--- config.mk ---
export PLATFORM = sky130hd
export DESIGN_NAME = json_string_unescaper_top
export DESIGN_NICKNAME = d
export VERILOG_FILES = /design/src/jsu_pkg.sv /design/src/jsu_decoder.sv /design/src/json_string_unescaper_top.sv
export SDC_FILE = /design/constraint.sdc
export NUM_CORES = 1
export LEC_CHECK = 0
export BUFFER_PORTS_ARGS = -buffer_cell sky130_fd_sc_hd__buf_4
export CORE_UTILIZATION = 30
export CTS_BUF_LIST = sky130_fd_sc_hd__clkbuf_2
export DETAILED_ROUTE_END_ITERATION = 12
export HOLD_SLACK_MARGIN = 0.05
export PLACE_DENSITY = 0.47
export SYNTH_ARGS = -nofsm -noshare
export SYNTH_HDL_FRONTEND = slang
export SYNTH_SLANG_ARGS = --single-unit
--- constraint.sdc ---
create_clock -name clk -period 9.75 [get_ports clk]
set_input_delay 1.4625 -clock clk [delete_from_list [all_inputs] [get_ports clk]]
set_output_delay 1.4625 -clock clk [all_outputs]
set_load 0.01 [all_outputs]
--- src/jsu_pkg.sv ---
// Shared types and constants for the JSON string unescaper.
`default_nettype none
package jsu_pkg;

  // Decoder modes
  typedef enum logic [1:0] {
    MODE_WAIT   = 2'd0,
    MODE_STRING = 2'd1,
    MODE_ESCAPE = 2'd2,
    MODE_HEX    = 2'd3
  } mode_t;

  // Result kinds
  localparam logic [1:0] KIND_BYTE   = 2'd0;
  localparam logic [1:0] KIND_CLOSED = 2'd1;
  localparam logic [1:0] KIND_ERROR  = 2'd2;

  // Special characters
  localparam logic [7:0] CHR_NUL   = 8'h00;
  localparam logic [7:0] CHR_QUOTE = 8'h22;
  localparam logic [7:0] CHR_BSL   = 8'h5C;
  localparam logic [7:0] CHR_SLASH = 8'h2F;
  localparam logic [7:0] CHR_B     = 8'h62;
  localparam logic [7:0] CHR_F     = 8'h66;
  localparam logic [7:0] CHR_N     = 8'h6E;
  localparam logic [7:0] CHR_R     = 8'h72;
  localparam logic [7:0] CHR_T     = 8'h74;
  localparam logic [7:0] CHR_U     = 8'h75;

  // UTF-8 encoding constants
  localparam logic [15:0] UTF8_MAX1 = 16'h007F;
  localparam logic [15:0] UTF8_MAX2 = 16'h07FF;
  localparam logic [7:0]  UTF8_LEAD2 = 8'hC0;
  localparam logic [7:0]  UTF8_LEAD3 = 8'hE0;
  localparam logic [7:0]  UTF8_CONT  = 8'h80;

  // Most results one input byte can cause
  localparam int unsigned MAX_RES = 3;

  // One result transaction
  typedef struct packed {
    logic [7:0] data;
    logic [1:0] kind;
    logic       last;
  } result_t;

  // Decoder output bundle: up to three results and their count
  typedef struct packed {
    logic [1:0]          count;
    result_t [MAX_RES-1:0] res;
  } dec_t;

endpackage
`default_nettype wire

--- src/jsu_decoder.sv ---
// Escape decoder: mode state and per-byte result generation.
`default_nettype none
module jsu_decoder (
  input  wire logic         clk,
  input  wire logic         rst_n,
  input  wire logic         accept,
  input  wire logic [7:0]   in_byte,
  output jsu_pkg::dec_t     dec
);

  jsu_pkg::mode_t mode_r, mode_nxt;
  logic [1:0]     hex_cnt_r, hex_cnt_nxt;
  logic [15:0]    acc_r, acc_nxt;

  // Hex digit value, either case
  logic       hex_ok;
  logic [3:0] hex_val;
  always_comb begin
    hex_ok  = 1'b1;
    hex_val = 4'd0;
    if (in_byte >= 8'h30 && in_byte <= 8'h39) begin
      hex_val = 4'(in_byte - 8'h30);
    end else if (in_byte >= 8'h61 && in_byte <= 8'h66) begin
      hex_val = 4'(in_byte - 8'h57);
    end else if (in_byte >= 8'h41 && in_byte <= 8'h46) begin
      hex_val = 4'(in_byte - 8'h37);
    end else begin
      hex_ok = 1'b0;
    end
  end

  logic [15:0] cp_full;
  assign cp_full = {acc_r[11:0], hex_val};

  // Simple escape letters mapped to their byte
  logic       esc_ok;
  logic [7:0] esc_byte;
  always_comb begin
    esc_ok   = 1'b1;
    esc_byte = in_byte;
    unique case (in_byte)
      jsu_pkg::CHR_QUOTE, jsu_pkg::CHR_BSL, jsu_pkg::CHR_SLASH: esc_byte = in_byte;
      jsu_pkg::CHR_B: esc_byte = 8'h08;
      jsu_pkg::CHR_F: esc_byte = 8'h0C;
      jsu_pkg::CHR_N: esc_byte = 8'h0A;
      jsu_pkg::CHR_R: esc_byte = 8'h0D;
      jsu_pkg::CHR_T: esc_byte = 8'h09;
      default:        esc_ok   = 1'b0;
    endcase
  end

  // Next state
  always_comb begin
    mode_nxt    = mode_r;
    hex_cnt_nxt = hex_cnt_r;
    acc_nxt     = acc_r;
    if (accept) begin
      unique case (mode_r)
        jsu_pkg::MODE_WAIT: begin
          hex_cnt_nxt = 2'd0;
          acc_nxt     = 16'd0;
          mode_nxt    = (in_byte == jsu_pkg::CHR_QUOTE) ? jsu_pkg::MODE_STRING
                                                        : jsu_pkg::MODE_WAIT;
        end
        jsu_pkg::MODE_STRING: begin
          if (in_byte == jsu_pkg::CHR_NUL || in_byte == jsu_pkg::CHR_QUOTE) begin
            mode_nxt    = jsu_pkg::MODE_WAIT;
            hex_cnt_nxt = 2'd0;
            acc_nxt     = 16'd0;
          end else if (in_byte == jsu_pkg::CHR_BSL) begin
            mode_nxt = jsu_pkg::MODE_ESCAPE;
          end
        end
        jsu_pkg::MODE_ESCAPE: begin
          if (in_byte == jsu_pkg::CHR_U) begin
            mode_nxt    = jsu_pkg::MODE_HEX;
            hex_cnt_nxt = 2'd0;
            acc_nxt     = 16'd0;
          end else if (esc_ok) begin
            mode_nxt = jsu_pkg::MODE_STRING;
          end else begin
            mode_nxt    = jsu_pkg::MODE_WAIT;
            hex_cnt_nxt = 2'd0;
            acc_nxt     = 16'd0;
          end
        end
        jsu_pkg::MODE_HEX: begin
          if (!hex_ok) begin
            mode_nxt    = jsu_pkg::MODE_WAIT;
            hex_cnt_nxt = 2'd0;
            acc_nxt     = 16'd0;
          end else begin
            acc_nxt     = cp_full;
            hex_cnt_nxt = hex_cnt_r + 2'd1;
            if (hex_cnt_r == 2'd3) begin
              mode_nxt = jsu_pkg::MODE_STRING;
            end
          end
        end
        default: mode_nxt = jsu_pkg::MODE_WAIT;
      endcase
    end
  end

  // Results for the current byte
  always_comb begin
    dec.count = 2'd0;
    for (int i = 0; i < jsu_pkg::MAX_RES; i++) begin
      dec.res[i] = '{data: 8'd0, kind: jsu_pkg::KIND_BYTE, last: 1'b0};
    end
    unique case (mode_r)
      jsu_pkg::MODE_WAIT: begin
        if (in_byte != jsu_pkg::CHR_QUOTE) begin
          dec.count  = 2'd1;
          dec.res[0] = '{data: 8'd0, kind: jsu_pkg::KIND_ERROR, last: 1'b1};
        end
      end
      jsu_pkg::MODE_STRING: begin
        if (in_byte == jsu_pkg::CHR_NUL) begin
          dec.count  = 2'd1;
          dec.res[0] = '{data: 8'd0, kind: jsu_pkg::KIND_ERROR, last: 1'b1};
        end else if (in_byte == jsu_pkg::CHR_QUOTE) begin
          dec.count  = 2'd1;
          dec.res[0] = '{data: 8'd0, kind: jsu_pkg::KIND_CLOSED, last: 1'b1};
        end else if (in_byte != jsu_pkg::CHR_BSL) begin
          dec.count  = 2'd1;
          dec.res[0] = '{data: in_byte, kind: jsu_pkg::KIND_BYTE, last: 1'b1};
        end
      end
      jsu_pkg::MODE_ESCAPE: begin
        if (in_byte != jsu_pkg::CHR_U) begin
          dec.count = 2'd1;
          if (esc_ok) begin
            dec.res[0] = '{data: esc_byte, kind: jsu_pkg::KIND_BYTE, last: 1'b1};
          end else begin
            dec.res[0] = '{data: 8'd0, kind: jsu_pkg::KIND_ERROR, last: 1'b1};
          end
        end
      end
      jsu_pkg::MODE_HEX: begin
        if (!hex_ok) begin
          dec.count  = 2'd1;
          dec.res[0] = '{data: 8'd0, kind: jsu_pkg::KIND_ERROR, last: 1'b1};
        end else if (hex_cnt_r == 2'd3) begin
          // UTF-8 encode the finished code point
          if (cp_full <= jsu_pkg::UTF8_MAX1) begin
            dec.count  = 2'd1;
            dec.res[0] = '{data: cp_full[7:0], kind: jsu_pkg::KIND_BYTE, last: 1'b1};
          end else if (cp_full <= jsu_pkg::UTF8_MAX2) begin
            dec.count  = 2'd2;
            dec.res[0] = '{data: jsu_pkg::UTF8_LEAD2 | {3'd0, cp_full[10:6]},
                           kind: jsu_pkg::KIND_BYTE, last: 1'b0};
            dec.res[1] = '{data: jsu_pkg::UTF8_CONT | {2'd0, cp_full[5:0]},
                           kind: jsu_pkg::KIND_BYTE, last: 1'b1};
          end else begin
            dec.count  = 2'd3;
            dec.res[0] = '{data: jsu_pkg::UTF8_LEAD3 | {4'd0, cp_full[15:12]},
                           kind: jsu_pkg::KIND_BYTE, last: 1'b0};
            dec.res[1] = '{data: jsu_pkg::UTF8_CONT | {2'd0, cp_full[11:6]},
                           kind: jsu_pkg::KIND_BYTE, last: 1'b0};
            dec.res[2] = '{data: jsu_pkg::UTF8_CONT | {2'd0, cp_full[5:0]},
                           kind: jsu_pkg::KIND_BYTE, last: 1'b1};
          end
        end
      end
      default: dec.count = 2'd0;
    endcase
  end

  // State registers
  always_ff @(posedge clk) begin
    if (!rst_n) begin
      mode_r    <= jsu_pkg::MODE_WAIT;
      hex_cnt_r <= 2'd0;
      acc_r     <= 16'd0;
    end else begin
      mode_r    <= mode_nxt;
      hex_cnt_r <= hex_cnt_nxt;
      acc_r     <= acc_nxt;
    end
  end

endmodule
`default_nettype wire

--- src/json_string_unescaper_top.sv ---
// Top level of the JSON string unescaper: decoder plus result queue.
//
// Usage: source text enters one byte per transaction on in_byte
// (in_valid/in_stall). Decoded bytes, string-closed and error markers
// leave on out_byte/out_result_kind/out_last_of_run (out_valid/out_stall).
// Each input byte causes zero to three result transactions; the last one
// caused by a byte carries out_last_of_run.
// Results are registered in the queue and presented from its head.
// Throughput: one input byte per cycle while each byte yields at most one
// result and the receiver does not stall. A \u escape ending in a
// multibyte code point puts up to three results into the four-entry result
// queue; input is held off while more than one result is waiting.
// Reset (rst_n low, synchronous) empties the queue and returns the decoder
// to waiting for an opening quote.
// When the receiver stalls, queued results hold and in_stall rises as soon
// as two or more results are waiting; nothing is lost or dropped.
`default_nettype none
module json_string_unescaper_top (
  input  wire logic       clk,
  input  wire logic       rst_n,
  input  wire logic       in_valid,
  output logic            in_stall,
  input  wire logic [7:0] in_byte,
  output logic            out_valid,
  input  wire logic       out_stall,
  output logic [7:0]      out_byte,
  output logic [1:0]      out_result_kind,
  output logic            out_last_of_run
);

  localparam int unsigned QDEPTH = 4;

  jsu_pkg::result_t q_r   [QDEPTH];
  jsu_pkg::result_t q_nxt [QDEPTH];
  logic [2:0]       cnt_r, cnt_nxt;
  jsu_pkg::dec_t    dec;
  logic             accept, pop;
  logic [2:0]       base;

  // Handshakes
  assign in_stall = (cnt_r > 3'd1);
  assign accept   = in_valid && !in_stall;
  assign pop      = out_valid && !out_stall;

  jsu_decoder u_dec (
    .clk     (clk),
    .rst_n   (rst_n),
    .accept  (accept),
    .in_byte (in_byte),
    .dec     (dec)
  );

  // Queue update: shift out the taken head, append new results behind
  always_comb begin
    logic [2:0] idx;
    base = cnt_r - {2'd0, pop};
    for (int i = 0; i < QDEPTH; i++) begin
      q_nxt[i] = q_r[i];
    end
    if (pop) begin
      for (int i = 0; i < QDEPTH - 1; i++) begin
        q_nxt[i] = q_r[i + 1];
      end
    end
    for (int j = 0; j < jsu_pkg::MAX_RES; j++) begin
      idx = base + 3'(j);
      if (accept && (2'(j) < dec.count)) begin
        q_nxt[idx[1:0]] = dec.res[j];
      end
    end
    cnt_nxt = base + (accept ? {1'b0, dec.count} : 3'd0);
  end

  always_ff @(posedge clk) begin
    if (!rst_n) begin
      cnt_r <= 3'd0;
    end else begin
      cnt_r <= cnt_nxt;
    end
  end

  // Queue payload, no reset needed
  always_ff @(posedge clk) begin
    for (int i = 0; i < QDEPTH; i++) begin
      q_r[i] <= q_nxt[i];
    end
  end

  // Result port
  assign out_valid       = (cnt_r != 3'd0);
  assign out_byte        = q_r[0].data;
  assign out_result_kind = q_r[0].kind;
  assign out_last_of_run = q_r[0].last;

endmodule
`default_nettype wire
==> results_dict.tcl <==
set metrics [dict create \
    clock-root-buffer "clkbuf_2" \
    postRouteWirelength_um 14500 \
    reg2reg_depth 11 \
    design.portCount 25 \
    power_frac_clock_pct 12.9 \
    critical_path_class "in2reg" \
    dp_hpwl_um 10600 \
    netSwitchingPower_mw 0.560 \
    hp-class "reg2reg" \
    status "finished, final reports clean" \
    pwr_density_cell_nw_per_um2 272 \
    htree_levels 3 \
    internal_power_mw 0.702 \
    die_height_um 120 \
    dr.pass1.iters 5 \
    cp-startpoint "in_byte[0]" \
    gr-total-overflow 0 \
    reg2reg_to "q_r[0][4]$_DFF_P_" \
    worstReg2RegStart "cnt_r[2]$_SDFF_PN0_" \
    ys_seq_elements 63 \
    cts_tree "done" \
    grt_max_degree 38 \
    maxCapViolations 0 \
    antenna_found_initial 0 \
    fillerInstances 1471 \
    die_area_um2 14400 \
    via_count 4284 \
    drive_gt1_share_pct 10.7 \
    crit_required_ps 10220 \
    synth_cells 540 \
    worstSetupStartpointType "input port" \
    grt.total_usage_pct 21.0 \
    clk_path_buf_depth 2 \
    grt_pass1_vias 3959 \
    ys_seq_area_share_pct 30.2 \
    drtIter0Drc 368 \
    antennaDiodeCount 0 \
    crit_arrival_ps 4920 \
    postSynthAreaPerCell_um2 7.74 \
    nets 577 \
    start_util_pct 31.2 \
    setup_violations 0 \
    numPortBuffers 24 \
    tightest_slew_ps 1240 \
    synth_area_um2 4180 \
    gp_congestion 0.907 \
    syn_nets 561 \
    syn2layout_area_growth_pct 11.0 \
    drc_errors 0 \
    finalHoldViolations 0 \
    cts_setup_buffers 0 \
    sw_frac_of_total_pct 44.4 \
    ys_types 70 \
    fin_crit_ps 4450 \
    core_um2 13400 \
    ant_nets 0 \
    wire_per_inst_um 19.7 \
    max_freq_ghz 0.225 \
    clock_latency_ps 560 \
    final_max_slew_viol_count 0 \
    clock_skew_ps 20.2 \
    regArea_um2 1260 \
    grt_first_pass_wirelength_um 22900 \
    fin_crit_sh_pct 45.6 \
    rsz0062_at_grt "false" \
    crit_end "q_r[0][4]$_DFF_P_" \
    fp.dieW_um 120 \
    multiInputGateArea_um2 2780 \
    vias_per_cell 5.81 \
    cts_hold_buf 0 \
    rows 42 \
    clkSlewWorstSetupHoldPaths_ps 190 \
    numCtsBuffers 9 \
    irDropWorstVdd_uv 111 \
    async_flop_share_pct 0 \
    synth_edf_count 0 \
    cts.sinks 63 \
    end_kind "flop" \
    power_mw 1.26 \
    cts_resized 0 \
    fin_tns_setup_ps 0 \
    path_max_fanout 15 \
    ys.flop_type "dfxtp_1" \
    pwr-share-comb_pct 54.3 \
    slew_headroom_pct 17.2 \
    leakagePower_nw 1.77 \
    ys_warn_count 0 \
    r2r_setup_slack_ps 5860 \
    p_seq_share_pct 32.8 \
]
==> worst max-delay path, stage by stage <==
cell and delay, ps:
buf_4 140, inv_1 110, ha_1 270, o21bai_1 120
a21oi_1 530, o211ai_1 380, a21oi_1 1060, nand2_1 210
o21ai_0 200, a21oi_1 130, a22oi_1 300
==> cells in the mapped netlist (all sizes together) (11+ instances only) <==
cell	number	area, µm²
nand2	72	270
a21oi	36	180
mux2i	32	320
nor2	44	175
a21boi	12	90.1
nor3	14	70.1
clkbuf	18	67.6
o21ai	46	238
a211oi	11	87.6
nand3	30	168
o211ai	11	82.6
dfxtp	63	1260
==> how the worst min path moves through the flow <==
| stage | from | end | slack, ps | cells past startpoint |
|---|---|---|---|---|
| 6_report | q_r[3][2]$_DFF_P_ | q_r[3][2]$_DFF_P_ | 470 | 2 |
| 5_1_grt | q_r[3][1]$_DFF_P_ | q_r[3][1]$_DFF_P_ | 520 | 2 |
| 4_1_cts | q_r[3][2]$_DFF_P_ | q_r[3][2]$_DFF_P_ | 480 | 2 |
| 3_5_place_dp | q_r[3][2]$_DFF_P_ | q_r[3][2]$_DFF_P_ | 450 | 2 |
| 3_3_place_gp | q_r[3][2]$_DFF_P_ | q_r[3][2]$_DFF_P_ | 440 | 2 |
| 2_1_floorplan | q_r[3][2]$_DFF_P_ | q_r[3][2]$_DFF_P_ | 430 | 2 |
==> cells in the final DEF (no fill, tap or decap), types with 5 or more instances in the layout <==
cell type / instances
a211oi_1: 10
a21boi_0: 12
a21o_1: 5
a21oi_1: 35
a22oi_1: 8
and2_1: 6
and3_1: 7
buf_4: 30
clkbuf_2: 10
dfxtp_1: 63
ha_1: 8
inv_1: 10
mux2i_1: 32
nand2_1: 72
nand3_1: 28
nor2_1: 42
nor2b_1: 10
nor3_1: 14
nor4_1: 6
o211ai_1: 11
o21ai_0: 42
o221ai_1: 8
xnor2_1: 6
==> logic make-up (layout without fill, tap and decap cells) <==
family	after synthesis	in the layout	share of synthesized area, %
simple gates	223	223	26.7
compound gates	169	169	27.2
flops	63	63	30.2
buf+inv	36	57	3.65
mux	34	34	8.20
fa+ha+maj	9	9	2.87
xor+xnor	6	6	1.26
==> routing by layer <==
layer	GRT usage [%]	vias up	wire (µm)
li1	-	2037	-
met1	29.6	2077	6860
met2	31.3	148	6350
met3	4.37	22	932
met4	7.66	0	386
met5	0	-	0
==> flip-flops by register name (all words and copies together) (netlist names) <==
signal           cells
u_dec.hex_cnt_r      2
q_r                 44
u_dec.acc_r         12
cnt_r                3
u_dec.mode_r         2
==> per-stage QoR <==
step	area, µm²	setup slack [ps]	util [%]	instances	hold WS [ps]
4_1_cts	4640	5440	34.6	737	476
2_1_floorplan	4180	5390	-	540	428
3_5_place_dp	4530	4830	33.8	721	453
3_3_place_gp	4530	4820	33.8	721	439
5_1_grt	4640	5030	34.6	737	516
6_report	4640	5300	34.6	737	473
==> power groups by stage <==
stage / logic (mW) / clock network (mW) / registers, mW
after floorplan: 0.479 / 0 / 0.412
after global placement: 0.678 / 0 / 0.418
after detailed placement: 0.676 / 0 / 0.420
after CTS: 0.680 / 0.171 / 0.413
after global routing: 0.761 / 0.181 / 0.426
final: 0.685 / 0.163 / 0.414
==> layout make-up <==
class	count	share of cell area [%]
multi-input cells	441	59.9
flip-flops and latches	63	27.2
repair buffers	30	4.85
well taps	176	4.75
clock inverters	6	1.32
clock buffers	10	1.08
inverters	11	0.917
Note: power is estimated with default switching activity, not from simulation.
